## src/hdl/tlpq_pkg.sv

```systemverilog
// Shared constants, types and helper functions for the three-level priority queue.
`timescale 1ns / 1ps

package tlpq_pkg;

   localparam int MAX_DEPTH   = 8;
   localparam int VALUE_WIDTH = 32;
   localparam int NUM_LEVELS  = 3;

   localparam int PTR_W  = (MAX_DEPTH > 1) ? $clog2(MAX_DEPTH) : 1;
   localparam int CNT_W  = $clog2(MAX_DEPTH + 1);
   localparam int CAP_W  = 4;
   localparam int CMP_W  = (CNT_W > CAP_W) ? CNT_W : CAP_W;
   localparam int LVL_W  = 2;
   localparam int ADDR_W = LVL_W + PTR_W;
   localparam int RAM_DEPTH = 1 << ADDR_W;
   localparam int IDX_W  = 2;
   localparam int STAT_W = 2;

   // Operation codes.
   localparam logic FUNC_ENQ = 1'b0;
   localparam logic FUNC_DEQ = 1'b1;

   // Priority levels.
   localparam logic [LVL_W-1:0] LVL_LOW  = 2'd0;
   localparam logic [LVL_W-1:0] LVL_MID  = 2'd1;
   localparam logic [LVL_W-1:0] LVL_HIGH = 2'd2;

   // Result status codes.
   localparam logic [STAT_W-1:0] ST_DONE  = 2'd0;
   localparam logic [STAT_W-1:0] ST_FULL  = 2'd1;
   localparam logic [STAT_W-1:0] ST_EMPTY = 2'd2;

   // Configuration register indexes.
   localparam logic [IDX_W-1:0] REG_HIGH_CAP = 2'd0;
   localparam logic [IDX_W-1:0] REG_MID_CAP  = 2'd1;
   localparam logic [IDX_W-1:0] REG_LOW_CAP  = 2'd2;

   localparam logic [CAP_W-1:0] CAP_RESET = 4'd8;

   typedef struct packed {
      logic exec;
      logic load_out;
   } cmd_type;

   typedef struct packed {
      logic out_free;
   } stat_type;

   // A capacity of zero acts as one; anything above the ring size acts as the ring size.
   function automatic logic [CMP_W-1:0] eff_cap(input logic [CAP_W-1:0] c);
      logic [CMP_W-1:0] cx;
      cx = CMP_W'(c);
      if (c == '0) begin
         return CMP_W'(1);
      end
      if (cx > CMP_W'(MAX_DEPTH)) begin
         return CMP_W'(MAX_DEPTH);
      end
      return cx;
   endfunction

   function automatic logic [PTR_W-1:0] next_ptr(input logic [PTR_W-1:0] p);
      if (p == PTR_W'(MAX_DEPTH - 1)) begin
         return '0;
      end
      return p + PTR_W'(1);
   endfunction

endpackage

```

## src/hdl/three_level_priority_queue_top.sv

```systemverilog
// Top level of the three-level strict-priority queue.
`timescale 1ns / 1ps

// Three FIFOs (low, medium, high) share one entry RAM; an enqueue item lands at
// the tail of its level, a dequeue item takes the oldest entry of the highest
// non-empty level, and every result carries a status and the empty and full
// masks after the operation. An item first updates pointers and counts and
// starts the RAM read, then loads the read data into the output register once it
// has room. A new item is taken as soon as that result has been registered, even
// while it still waits on rsp_stall; a stalled result only holds off the next
// item once it is itself ready to be registered. The user must write capacities
// through the csr port only while the queue is idle; it is not enforced.

module three_level_priority_queue_top (
   input  logic                                   clock,
   input  logic                                   reset,
   input  logic                                   req_valid,
   output logic                                   req_stall,
   input  logic                                   req_func,
   input  logic signed [tlpq_pkg::VALUE_WIDTH-1:0] req_item_value,
   input  logic [tlpq_pkg::LVL_W-1:0]             req_level,
   output logic                                   rsp_valid,
   input  logic                                   rsp_stall,
   output logic [tlpq_pkg::STAT_W-1:0]            rsp_status,
   output logic signed [tlpq_pkg::VALUE_WIDTH-1:0] rsp_out_value,
   output logic [tlpq_pkg::NUM_LEVELS-1:0]        rsp_empty_mask,
   output logic [tlpq_pkg::NUM_LEVELS-1:0]        rsp_full_mask,
   input  logic                                   csr_wr_en,
   input  logic [tlpq_pkg::IDX_W-1:0]             csr_index,
   input  logic [tlpq_pkg::CAP_W-1:0]             csr_wdata
);

   tlpq_pkg::cmd_type  cmd;
   tlpq_pkg::stat_type stat;

   tlpq_ctrl u_ctrl (
      .clock     (clock),
      .reset     (reset),
      .req_valid (req_valid),
      .stat      (stat),
      .req_stall (req_stall),
      .cmd       (cmd)
   );

   tlpq_dp u_dp (
      .clock          (clock),
      .reset          (reset),
      .cmd            (cmd),
      .stat           (stat),
      .req_func       (req_func),
      .req_item_value (req_item_value),
      .req_level      (req_level),
      .csr_wr_en      (csr_wr_en),
      .csr_index      (csr_index),
      .csr_wdata      (csr_wdata),
      .rsp_valid      (rsp_valid),
      .rsp_stall      (rsp_stall),
      .rsp_status     (rsp_status),
      .rsp_out_value  (rsp_out_value),
      .rsp_empty_mask (rsp_empty_mask),
      .rsp_full_mask  (rsp_full_mask)
   );

endmodule

```

## src/hdl/tlpq_ram.sv

```systemverilog
// Generic single-write, single-read RAM with registered read data.
`timescale 1ns / 1ps

module tlpq_ram #(
   parameter int WIDTH = 32,
   parameter int DEPTH = 32
) (
   input  logic                     clock,
   input  logic                     wr_en,
   input  logic [$clog2(DEPTH)-1:0] wr_addr,
   input  logic [WIDTH-1:0]         wr_data,
   input  logic                     rd_en,
   input  logic [$clog2(DEPTH)-1:0] rd_addr,
   output logic [WIDTH-1:0]         rd_data
);

   logic [WIDTH-1:0] mem_ff [DEPTH];
   logic [WIDTH-1:0] rd_data_ff;

   always_ff @(posedge clock) begin
      if (wr_en) begin
         mem_ff[wr_addr] <= wr_data;
      end
   end

   always_ff @(posedge clock) begin
      if (rd_en) begin
         rd_data_ff <= mem_ff[rd_addr];
      end
   end

   assign rd_data = rd_data_ff;

endmodule

```

## src/hdl/tlpq_ctrl.sv

```systemverilog
// Controller state machine that sequences one queue operation at a time.
`timescale 1ns / 1ps

module tlpq_ctrl (
   input  logic               clock,
   input  logic               reset,
   input  logic               req_valid,
   input  tlpq_pkg::stat_type stat,
   output logic               req_stall,
   output tlpq_pkg::cmd_type  cmd
);

   localparam logic [0:0] S_IDLE = 1'b0;
   localparam logic [0:0] S_DONE = 1'b1;

   logic [0:0] state_ff;
   logic [0:0] state_in;

   always_comb begin
      state_in     = state_ff;
      cmd.exec     = 1'b0;
      cmd.load_out = 1'b0;
      case (state_ff)
         S_IDLE: begin
            if (req_valid) begin
               cmd.exec = 1'b1;
               state_in = S_DONE;
            end
         end
         S_DONE: begin
            // The read data and updated flags are ready; wait for room in the output register.
            if (stat.out_free) begin
               cmd.load_out = 1'b1;
               state_in     = S_IDLE;
            end
         end
         default: begin
            state_in = S_IDLE;
         end
      endcase
   end

   always_ff @(posedge clock) begin
      if (reset) begin
         state_ff <= S_IDLE;
      end else begin
         state_ff <= state_in;
      end
   end

   assign req_stall = (state_ff != S_IDLE);

endmodule

```

## src/hdl/tlpq_dp.sv

```systemverilog
// Datapath: ring pointers, occupancy counts, capacities, entry RAM and result register.
`timescale 1ns / 1ps

module tlpq_dp (
   input  logic                                   clock,
   input  logic                                   reset,
   input  tlpq_pkg::cmd_type                      cmd,
   output tlpq_pkg::stat_type                     stat,
   input  logic                                   req_func,
   input  logic signed [tlpq_pkg::VALUE_WIDTH-1:0] req_item_value,
   input  logic [tlpq_pkg::LVL_W-1:0]             req_level,
   input  logic                                   csr_wr_en,
   input  logic [tlpq_pkg::IDX_W-1:0]             csr_index,
   input  logic [tlpq_pkg::CAP_W-1:0]             csr_wdata,
   output logic                                   rsp_valid,
   input  logic                                   rsp_stall,
   output logic [tlpq_pkg::STAT_W-1:0]            rsp_status,
   output logic signed [tlpq_pkg::VALUE_WIDTH-1:0] rsp_out_value,
   output logic [tlpq_pkg::NUM_LEVELS-1:0]        rsp_empty_mask,
   output logic [tlpq_pkg::NUM_LEVELS-1:0]        rsp_full_mask
);

   logic [tlpq_pkg::PTR_W-1:0] rd_ptr_ff [tlpq_pkg::NUM_LEVELS];
   logic [tlpq_pkg::PTR_W-1:0] rd_ptr_in [tlpq_pkg::NUM_LEVELS];
   logic [tlpq_pkg::PTR_W-1:0] wr_ptr_ff [tlpq_pkg::NUM_LEVELS];
   logic [tlpq_pkg::PTR_W-1:0] wr_ptr_in [tlpq_pkg::NUM_LEVELS];
   logic [tlpq_pkg::CNT_W-1:0] cnt_ff    [tlpq_pkg::NUM_LEVELS];
   logic [tlpq_pkg::CNT_W-1:0] cnt_in    [tlpq_pkg::NUM_LEVELS];
   logic [tlpq_pkg::CAP_W-1:0] cap_ff    [tlpq_pkg::NUM_LEVELS];
   logic [tlpq_pkg::CAP_W-1:0] cap_in    [tlpq_pkg::NUM_LEVELS];

   logic [tlpq_pkg::NUM_LEVELS-1:0] empty_vec;
   logic [tlpq_pkg::NUM_LEVELS-1:0] full_vec;
   logic [tlpq_pkg::NUM_LEVELS-1:0] enq_do;
   logic [tlpq_pkg::NUM_LEVELS-1:0] deq_do;
   logic [tlpq_pkg::NUM_LEVELS-1:0] lvl_sel;

   logic                              ram_wr_en;
   logic [tlpq_pkg::ADDR_W-1:0]       ram_wr_addr;
   logic                              ram_rd_en;
   logic [tlpq_pkg::ADDR_W-1:0]       ram_rd_addr;
   logic [tlpq_pkg::VALUE_WIDTH-1:0]  ram_rd_data;

   logic [tlpq_pkg::STAT_W-1:0] status_ff;
   logic [tlpq_pkg::STAT_W-1:0] status_in;
   logic                        deq_hit_ff;
   logic                        deq_hit_in;

   logic                                   rsp_valid_ff;
   logic                                   rsp_valid_in;
   logic [tlpq_pkg::STAT_W-1:0]            rsp_status_ff;
   logic signed [tlpq_pkg::VALUE_WIDTH-1:0] rsp_value_ff;
   logic signed [tlpq_pkg::VALUE_WIDTH-1:0] rsp_value_in;
   logic [tlpq_pkg::NUM_LEVELS-1:0]        rsp_empty_ff;
   logic [tlpq_pkg::NUM_LEVELS-1:0]        rsp_full_ff;

   // Per-level flags from the current counts and capacities.
   always_comb begin
      for (int i = 0; i < tlpq_pkg::NUM_LEVELS; i++) begin
         empty_vec[i] = (cnt_ff[i] == '0);
         full_vec[i]  = (tlpq_pkg::CMP_W'(cnt_ff[i]) >= tlpq_pkg::eff_cap(cap_ff[i]));
      end
   end

   // Pick the level an item touches: the requested level for an enqueue, the
   // highest non-empty level for a dequeue.
   always_comb begin
      lvl_sel = '0;
      deq_do  = '0;
      enq_do  = '0;
      for (int i = 0; i < tlpq_pkg::NUM_LEVELS; i++) begin
         lvl_sel[i] = (req_level == tlpq_pkg::LVL_W'(i));
      end
      if (!empty_vec[tlpq_pkg::LVL_HIGH]) begin
         deq_do[tlpq_pkg::LVL_HIGH] = 1'b1;
      end else if (!empty_vec[tlpq_pkg::LVL_MID]) begin
         deq_do[tlpq_pkg::LVL_MID] = 1'b1;
      end else if (!empty_vec[tlpq_pkg::LVL_LOW]) begin
         deq_do[tlpq_pkg::LVL_LOW] = 1'b1;
      end
      if (!cmd.exec || req_func != tlpq_pkg::FUNC_DEQ) begin
         deq_do = '0;
      end
      if (cmd.exec && req_func == tlpq_pkg::FUNC_ENQ) begin
         enq_do = lvl_sel & ~full_vec;
      end
   end

   always_comb begin
      ram_wr_en   = |enq_do;
      ram_rd_en   = |deq_do;
      ram_wr_addr = '0;
      ram_rd_addr = '0;
      for (int i = 0; i < tlpq_pkg::NUM_LEVELS; i++) begin
         rd_ptr_in[i] = rd_ptr_ff[i];
         wr_ptr_in[i] = wr_ptr_ff[i];
         cnt_in[i]    = cnt_ff[i];
         if (enq_do[i]) begin
            ram_wr_addr  = {tlpq_pkg::LVL_W'(i), wr_ptr_ff[i]};
            wr_ptr_in[i] = tlpq_pkg::next_ptr(wr_ptr_ff[i]);
            cnt_in[i]    = cnt_ff[i] + tlpq_pkg::CNT_W'(1);
         end
         if (deq_do[i]) begin
            ram_rd_addr  = {tlpq_pkg::LVL_W'(i), rd_ptr_ff[i]};
            rd_ptr_in[i] = tlpq_pkg::next_ptr(rd_ptr_ff[i]);
            cnt_in[i]    = cnt_ff[i] - tlpq_pkg::CNT_W'(1);
         end
      end
   end

   always_comb begin
      status_in  = status_ff;
      deq_hit_in = deq_hit_ff;
      if (cmd.exec) begin
         status_in  = tlpq_pkg::ST_DONE;
         deq_hit_in = |deq_do;
         if (req_func == tlpq_pkg::FUNC_ENQ) begin
            if (|(lvl_sel & full_vec)) begin
               status_in = tlpq_pkg::ST_FULL;
            end
         end else if (!(|deq_do)) begin
            status_in = tlpq_pkg::ST_EMPTY;
         end
      end
   end

   always_comb begin
      for (int i = 0; i < tlpq_pkg::NUM_LEVELS; i++) begin
         cap_in[i] = cap_ff[i];
      end
      if (csr_wr_en) begin
         case (csr_index)
            tlpq_pkg::REG_HIGH_CAP: cap_in[tlpq_pkg::LVL_HIGH] = csr_wdata;
            tlpq_pkg::REG_MID_CAP:  cap_in[tlpq_pkg::LVL_MID]  = csr_wdata;
            tlpq_pkg::REG_LOW_CAP:  cap_in[tlpq_pkg::LVL_LOW]  = csr_wdata;
            default: begin
            end
         endcase
      end
   end

   always_ff @(posedge clock) begin
      if (reset) begin
         for (int i = 0; i < tlpq_pkg::NUM_LEVELS; i++) begin
            rd_ptr_ff[i] <= '0;
            wr_ptr_ff[i] <= '0;
            cnt_ff[i]    <= '0;
            cap_ff[i]    <= tlpq_pkg::CAP_RESET;
         end
      end else begin
         for (int i = 0; i < tlpq_pkg::NUM_LEVELS; i++) begin
            rd_ptr_ff[i] <= rd_ptr_in[i];
            wr_ptr_ff[i] <= wr_ptr_in[i];
            cnt_ff[i]    <= cnt_in[i];
            cap_ff[i]    <= cap_in[i];
         end
      end
   end

   always_ff @(posedge clock) begin
      status_ff  <= status_in;
      deq_hit_ff <= deq_hit_in;
   end

   tlpq_ram #(
      .WIDTH (tlpq_pkg::VALUE_WIDTH),
      .DEPTH (tlpq_pkg::RAM_DEPTH)
   ) u_ram (
      .clock   (clock),
      .wr_en   (ram_wr_en),
      .wr_addr (ram_wr_addr),
      .wr_data (req_item_value),
      .rd_en   (ram_rd_en),
      .rd_addr (ram_rd_addr),
      .rd_data (ram_rd_data)
   );

   // Output register.
   assign stat.out_free = !rsp_valid_ff || !rsp_stall;

   always_comb begin
      if (status_ff == tlpq_pkg::ST_EMPTY) begin
         rsp_value_in = '1;
      end else if (deq_hit_ff) begin
         rsp_value_in = ram_rd_data;
      end else begin
         rsp_value_in = '0;
      end
      rsp_valid_in = cmd.load_out || (rsp_valid_ff && rsp_stall);
   end

   always_ff @(posedge clock) begin
      if (reset) begin
         rsp_valid_ff <= 1'b0;
      end else begin
         rsp_valid_ff <= rsp_valid_in;
      end
   end

   always_ff @(posedge clock) begin
      if (cmd.load_out) begin
         rsp_status_ff <= status_ff;
         rsp_value_ff  <= rsp_value_in;
         rsp_empty_ff  <= empty_vec;
         rsp_full_ff   <= full_vec;
      end
   end

   assign rsp_valid      = rsp_valid_ff;
   assign rsp_status     = rsp_status_ff;
   assign rsp_out_value  = rsp_value_ff;
   assign rsp_empty_mask = rsp_empty_ff;
   assign rsp_full_mask  = rsp_full_ff;

endmodule
```

## config.mk

```make
export PLATFORM = sky130hd
export DESIGN_NAME = three_level_priority_queue_top
export DESIGN_NICKNAME = d
export VERILOG_FILES = /design/src/hdl/tlpq_pkg.sv /design/src/hdl/three_level_priority_queue_top.sv /design/src/hdl/tlpq_ram.sv /design/src/hdl/tlpq_ctrl.sv /design/src/hdl/tlpq_dp.sv
export SDC_FILE = /design/constraint.sdc
export NUM_CORES = 1
export LEC_CHECK = 0
export BUFFER_PORTS_ARGS = -buffer_cell sky130_fd_sc_hd__buf_2
export CORE_MARGIN = 5
export CORE_UTILIZATION = 55
export DETAILED_ROUTE_END_ITERATION = 10
export HOLD_SLACK_MARGIN = 0.03
export PLACE_DENSITY = 0.8
export SLEW_MARGIN = 15
export SYNTH_ARGS = -nofsm -noshare
export SYNTH_HDL_FRONTEND = slang
export SYNTH_SLANG_ARGS = --single-unit
```

## constraint.sdc

```tcl
create_clock -name clock -period 4.7 [get_ports clock]
set_clock_uncertainty 0.15 [all_clocks]
set_input_delay 0.235 -clock clock [delete_from_list [all_inputs] [get_ports clock]]
set_output_delay 0.235 -clock clock [all_outputs]
set_load 0.02 [all_outputs]
```

Word-level counts from Yosys, hierarchy flattened
Memories as Yosys holds them, arrays and structs flattened. A register that Yosys moved wholly into a read port is not among the register bits.
Index checks and enable logic that the tools add are counted.
{"block": "classes", "addsub": 12, "order_cmp": 6, "eq_ne": 11, "muxes": 101, "bitwise_logic": 17, "reduce_logical": 19}
{"op": "$mux 4", "count": 29}
{"op": "$mux 3", "count": 28}
{"op": "$mux 1", "count": 36}
{"op": "$mux 32", "count": 1}
{"op": "$logic_not 4->1", "count": 6}
{"op": "$add 3x1->3 const B", "count": 6}
{"op": "$eq 3x3->1 const B", "count": 6}
{"op": "$add 4x1->4 const B", "count": 3}
{"op": "$ge 4x4->1", "count": 3}
{"op": "$gt 4x4->1 const B", "count": 3}
{"op": "$mux 12", "count": 1}
{"op": "$or 1x1->1", "count": 12}
{"op": "$sub 4x1->4 const B", "count": 3}
{"op": "$mux 5", "count": 2}
{"op": "$reduce_or 3->1", "count": 3}
{"op": "$and 3x3->3", "count": 2}
{"op": "$eq 2x2->1 const B", "count": 3}
{"op": "$mux 2", "count": 3}
{"op": "$eq 2x1->1 const B", "count": 2}
{"op": "$logic_not 2->1", "count": 2}
{"op": "$logic_not 1->1", "count": 3}
{"op": "$logic_or 1x1->1", "count": 3}
{"op": "$not 3->3", "count": 1}
{"op": "$logic_and 1x1->1", "count": 2}
{"op": "other kinds (2)", "count": 3}
{"block": "totals", "reg_bits": 45, "ram_bits": 1066, "in_bits": 46, "elab_cells": 179, "mem_count": 5}
{"memory": "u_dp.u_ram.mem_ff", "words": 32, "word_bits": 32, "read_ports": 1, "rd_clocked_by_memory_dff": 1, "wr": 1, "line_no": "tlpq_ram.sv:17", "source": "logic [WIDTH-1:0] mem_ff [DEPTH];"}
{"memory": "u_dp.cap_ff", "words": 3, "word_bits": 4, "read_ports": 3, "rd_clocked_by_memory_dff": 0, "wr": 3, "line_no": "tlpq_dp.sv:29", "source": "logic [tlpq_pkg::CAP_W-1:0] cap_ff [tlpq_pkg::NUM_LEVELS];"}
{"memory": "u_dp.cnt_ff", "words": 3, "word_bits": 4, "read_ports": 3, "rd_clocked_by_memory_dff": 0, "wr": 3, "line_no": "tlpq_dp.sv:27", "source": "logic [tlpq_pkg::CNT_W-1:0] cnt_ff [tlpq_pkg::NUM_LEVELS];"}
{"memory": "u_dp.rd_ptr_ff", "words": 3, "word_bits": 3, "read_ports": 3, "rd_clocked_by_memory_dff": 0, "wr": 3, "line_no": "tlpq_dp.sv:23", "source": "logic [tlpq_pkg::PTR_W-1:0] rd_ptr_ff [tlpq_pkg::NUM_LEVELS];"}
{"memory": "u_dp.wr_ptr_ff", "words": 3, "word_bits": 3, "read_ports": 3, "rd_clocked_by_memory_dff": 0, "wr": 3, "line_no": "tlpq_dp.sv:25", "source": "logic [tlpq_pkg::PTR_W-1:0] wr_ptr_ff [tlpq_pkg::NUM_LEVELS];"}

Depth between registers and ports, before layout
An unclocked memory read counts as a cell.
{"block": "logic_depth", "depth_word": 14, "mapped_depth": 14, "depth_no_buf": 11}

Modules after synthesis
Synthesis repeated with hierarchy kept, for this count alone.
{"block": "unflattened", "hier_cells": 2689, "hier_area_um2": 45047.0}
{"module": "tlpq_ram", "n_inst": 1, "cells_each": 2260, "area_per_inst_um2": 40812.9}
{"module": "tlpq_dp", "n_inst": 1, "cells_each": 424, "area_per_inst_um2": 4185.3}
{"module": "tlpq_ctrl", "n_inst": 1, "cells_each": 5, "area_per_inst_um2": 48.8}

Worst setup path after synthesis
OpenSTA, ideal clock, no wires.
{"block": "synth_timing", "kind": "register to register", "startpoint": "mem u_dp.cap_ff[0][9] (netlist bit)", "endpoint": "mem u_dp.u_ram.mem_ff[17][0] (enable)", "setup_time_ps": 461, "arrival_ps": 4531, "t_required_ps": 4089, "path_slack_ps": -442, "path_stages_with_launch": 13, "path_buffers": 1, "period_less_slack_ps": 5142, "path_cell_list": "dfxtp_1 > nor2_1 > nor2_1 > nor2_1 > ha_1 > nand2b_1 > a21o_1 > a21o_1 > a211oi_1 > a222oi_1 > or2_2 > clkbuf_1 > nor3_1"}
{"item": "start: declaration", "line_no": "tlpq_dp.sv:29"}
{"item": "end: declaration", "line_no": "tlpq_ram.sv:17"}

Final worst setup path
{"block": "layout_timing", "startpoint": "reg u_ctrl.state_ff (netlist: u_ctrl.req_stall)", "endpoint": "mem u_dp.u_ram.mem_ff[21][15] (enable)"}
{"block": "layout_between", "elab_chain_cells": 6, "elab_cells_between_ends": 9, "cone_classes": "mux (7); reduce/logical (2)"}
{"item": "start: declaration", "line_no": "tlpq_ctrl.sv:16", "source": "logic [0:0] state_ff;"}
{"item": "start signal: assignment", "line_no": "tlpq_ctrl.sv:47", "source": "state_ff <= state_in;"}
{"item": "$mux 1 (*)", "line_no": "tlpq_ctrl.sv:23", "source": "case (state_ff)"}
{"item": "$logic_and 1x1->1 (*)", "line_no": "tlpq_dp.sv:84", "source": "if (cmd.exec && req_func == tlpq_pkg::FUNC_ENQ) begin"}
{"item": "$mux 3 (*)", "line_no": "tlpq_dp.sv:84"}
{"item": "$reduce_or 3->1 or $mux 3 (tied branches)", "line_no": "tlpq_dp.sv:90, tlpq_dp.sv:98"}
{"item": "$mux 1 or $mux 4 (tied branches)", "line_no": "tlpq_ram.sv:21, tlpq_dp.sv:98"}
{"item": "$mux 1 (implied by the code) or $mux 5 (tied branches)", "line_no": "tlpq_ram.sv:22, tlpq_dp.sv:98"}
Every way passes the cells marked *; elsewhere a longest branch is shown, timed or not.

==> summary.md <==
| Metric | Value |
|---|---|
| Hold path depth | 5 |
| H-tree levels | 3 |
| CP required | 4.89 ns |
| Startpoint types | register |
| N_diodes | 0 |
| Clk buf depth | 3 |
| Slew HR | 17.42% |
| Core area | 62850 µm² |
| Cell depth of the worst setup path | 9 |
| Synth warn | 0 |
| Largest net degree at the start of global routing | 148 |
| Slew Viols, Final | 0 |
| R2R depth | 9 |
| GRT Total Usage | 25.81% |
| Sequential element share of the synthesized area | 75.41% |
| Synthesized area | 34740 µm² |
| Slew @ Worst Pin | 1.238 ns |
| Pwr Density | 413.4 nW/µm² |
| Post-Syn Nets | 2530 |
| I/O pin total | 88 |
| P&R area growth vs syn | 14.62% |
| Ys async rst share | 0% |
| Tot Pwr | 16460 µW |
| Dpl hpwl | 50150 µm |
| Starting Density | 55.27% |
| Critical-path maximum fanout | 14 |
| Chip Width | 261.3 µm |
| Final setup viols | 0 |
| RSZ-0062 raised after global routing | no |
| Setup ws final | 0.4919 ns |
| Vias | 22140 |
| Worst path cell trace | nand2b_1 -> nor3_1 -> nand2_1 -> dlygate4sd3_1 -> a211oi_1 -> a222oi_1 -> or2_2 -> nor2_4 -> buf_4 |
| Run status | finished clean |
| Sink Count | 887 |
| Crit-path max cell delay | 0.64 ns |
| CP Buf/Inv Count | 2 |
| Gate Count Post-Synth | 2451 |
| Max-Cap Viols | 0 |
| Routed vias/inst | 6.269 |
| Slowest CP cell | dlygate4sd3_1 |
| Routed WL | 89020 µm |
| CTS root buf | clkbuf_16 |
| Crit path time final | 4.208 ns |
| Critical path class | register to register |
| Storage element area | 26200 µm² |
| Initial antenna violation count | 0 |
| Placer Congestion | 0.8773 |
| Clk slew on worst S/H paths | 0.06 ns |
| Total gr overflow | 0 |
| Layout net count | 2695 |
| Fmax | 237.6 MHz |
| Drt first-iter violations | 3015 |
| EDFF count, synth | 843 |
| TritonCTS Buffers | 83 |
| Resize count post-CTS | 0 |
| Site Rows | 92 |
| First-pass GRT wire length | 132400 µm |
| Vias in the first global route | 21920 |
| Post-DRT Antenna Nets | 0 |
| Fillers | 4297 |
| Port bufs | 87 |
| Lkg Pwr | 0.01362 µW |
| Post-synth top flop | edfxtp_1 |
| Mean Syn Cell Area | 14.17 µm² |
| Die area | 68290 µm² |
| Period utilisation layout | 89.53% |
| DRT Pass-1 Iters | 7 |
| Library cells used by synthesis | 58 |
| Worst-Skew Late Latency | 0.66 ns |
| Die Y | 261.3 µm |
| Final Hold Vio Count | 0 |
| Top delay family on crit path | simple AND/OR/NAND/NOR gates |
| Layout cell share with drive strength beyond 1 | 11.88% |
| Hold Path Class | primary input to register |
| Multi-input logic area | 8149 µm² |
| DP Worst Slack | 0.7054 ns |
| Maximum VDD drop | 247.5 µV |
| Worst Path Arrival | 4.40 ns |
| # DRC | 0 |
| CTS tree | done |
| Drt wl/cell | 25.21 µm |
| CP endpoint kind | register |
| Flops & latches, synth | 887 |
| Fin Setup TNS | 0 ns |
==> synthesized netlist by cell type (5+ instances only) <==
cell	number	area, µm²
inv_1	20	75.07
o2111ai_1	11	96.34
a22oi_1	5	37.54
a21boi_0	12	90.09
nand3_1	84	420.4
nor3_1	25	125.1
buf_1	18	67.56
nand4_1	14	87.58
a211oi_1	6	45.04
nor4_1	30	187.7
clkbuf_1	80	300.3
o22ai_1	51	319.1
nand2b_1	13	81.33
a211o_1	14	122.6
a21oi_1	223	1116
a21o_1	9	67.56
a31oi_1	18	112.6
ha_1	30	375.4
nand2_1	532	1997
a221oi_1	14	122.6
edfxtp_1	843	25310
nor2_1	90	337.8
dfxtp_1	44	880.8
mux2i_1	140	1401
xnor2_1	6	52.55
o21ai_0	5	25.02
o211ai_1	13	97.59
nand3b_1	6	45.04
buf_2	34	170.2
a2111oi_0	5	43.79
==> where the power goes <==
| group | total [µW] | switching (µW) | internal (µW) |
|---|---|---|---|
| clock network | 6590 | 2930 | 3660 |
| registers | 8820 | 52.2 | 8760 |
| logic | 1060 | 734 | 322 |
| total | 16500 | 3710 | 12700 |
==> logic make-up after synthesis <==
logic type	Yosys count	share of synthesized area (%)
mux	144	4.229
simple gates	815	9.887
fa+ha+maj	33	1.253
buf+inv	158	1.895
xor+xnor	9	0.2269
compound gates	405	7.099
flops	887	75.41
==> through the flow <==
stage          instance area (µm²)  hold WS [ns]  cells  util, %
6_report                     39820        0.1429   3531    63.35
5_1_grt                      39820        0.1976   3531    63.35
4_1_cts                      39820        0.1031   3531    63.35
3_5_place_dp                 36610        0.2744   3322    58.26
3_3_place_gp                 36610        0.2820   3322    58.26
2_1_floorplan                34770        0.1839   2451        -
==> worst register-to-register path, cell delays in order, from the launching register on <==
cell and delay (ns):
dfxtp_1 0.36, nand2b_1 0.22, nor3_1 0.17, nand2_1 0.16, dlygate4sd3_1 0.64, a211oi_1 0.52, a222oi_1 0.28, or2_2 0.47
nor2_4 0.58, buf_4 0.33
==> flip-flops by register name, indices dropped and copies added (netlist names) <==
| name | count |
|---|---|
| u_dp.rsp_full_mask | 3 |
| u_dp.cap_ff | 12 |
| u_dp.u_ram.mem_ff | 768 |
| u_dp.status_ff | 2 |
| u_dp.rsp_valid | 1 |
| u_dp.deq_hit_ff | 1 |
| u_dp.rsp_empty_mask | 3 |
| u_ctrl.req_stall | 1 |
| u_dp.rd_ptr_ff | 9 |
| u_dp.cnt_ff | 12 |
| u_dp.wr_ptr_ff | 9 |
| u_dp.rsp_status | 2 |
| u_dp.rsp_out_value | 32 |
| u_dp.u_ram.rd_data | 32 |
==> what timing repair did <==
action                                  in CTS  in global routing
hold buffers                                55                  0
endpoints found under the hold margin      805                  0
setup buffers                                0                  0
endpoints found under the setup margin       0                  0
==> routing by layer <==
metal | track usage [%] | up-vias | part of all wire (%)
li1 | - | 9503 | -
met1 | 34.39 | 10870 | 37
met2 | 41.29 | 1508 | 47
met3 | 6.518 | 251 | 12
met4 | 10.42 | 0 | 3.9
met5 | 0 | - | 0
==> worst paths after layout <==
check / start / endpoint / slack, ns
worst max-delay path: u_ctrl.req_stall / u_dp.u_ram.mem_ff[21][15] / 0.49
worst min-delay path: req_level[1] / u_dp.wr_ptr_ff[0][1] / 0.14
worst max register to register: u_ctrl.req_stall / u_dp.u_ram.mem_ff[21][15] / 0.49
worst min register to register: u_dp.status_ff[0] / u_dp.rsp_status[0] / 0.29
==> placed cells by master (no fill, tap or decap), types with 15 or more instances in the layout <==
cell type      instances
edfxtp_1             843
nand2_1              532
a21oi_1              223
mux2i_1              140
buf_2                 87
clkbuf_16             83
nand3_1               82
nor2_1                75
buf_4                 63
dlygate4sd3_1         55
o22ai_1               51
dfxtp_1               44
nor4_1                30
ha_1                  30
clkbuf_1              23
inv_1                 20
a31oi_1               18
nor3_1                17
clkinv_1              16
nor2_4                15
==> final cells by class <==
cell class	instances	area share [%]
clock inverters	46	1.160
inverters	22	0.2074
flip-flops and latches	887	65.79
repair buffers	216	4.217
multi-input cells	1406	20.47
well taps	846	2.658
clock buffers	108	5.502
Note: power is estimated with default switching activity, not from simulation.
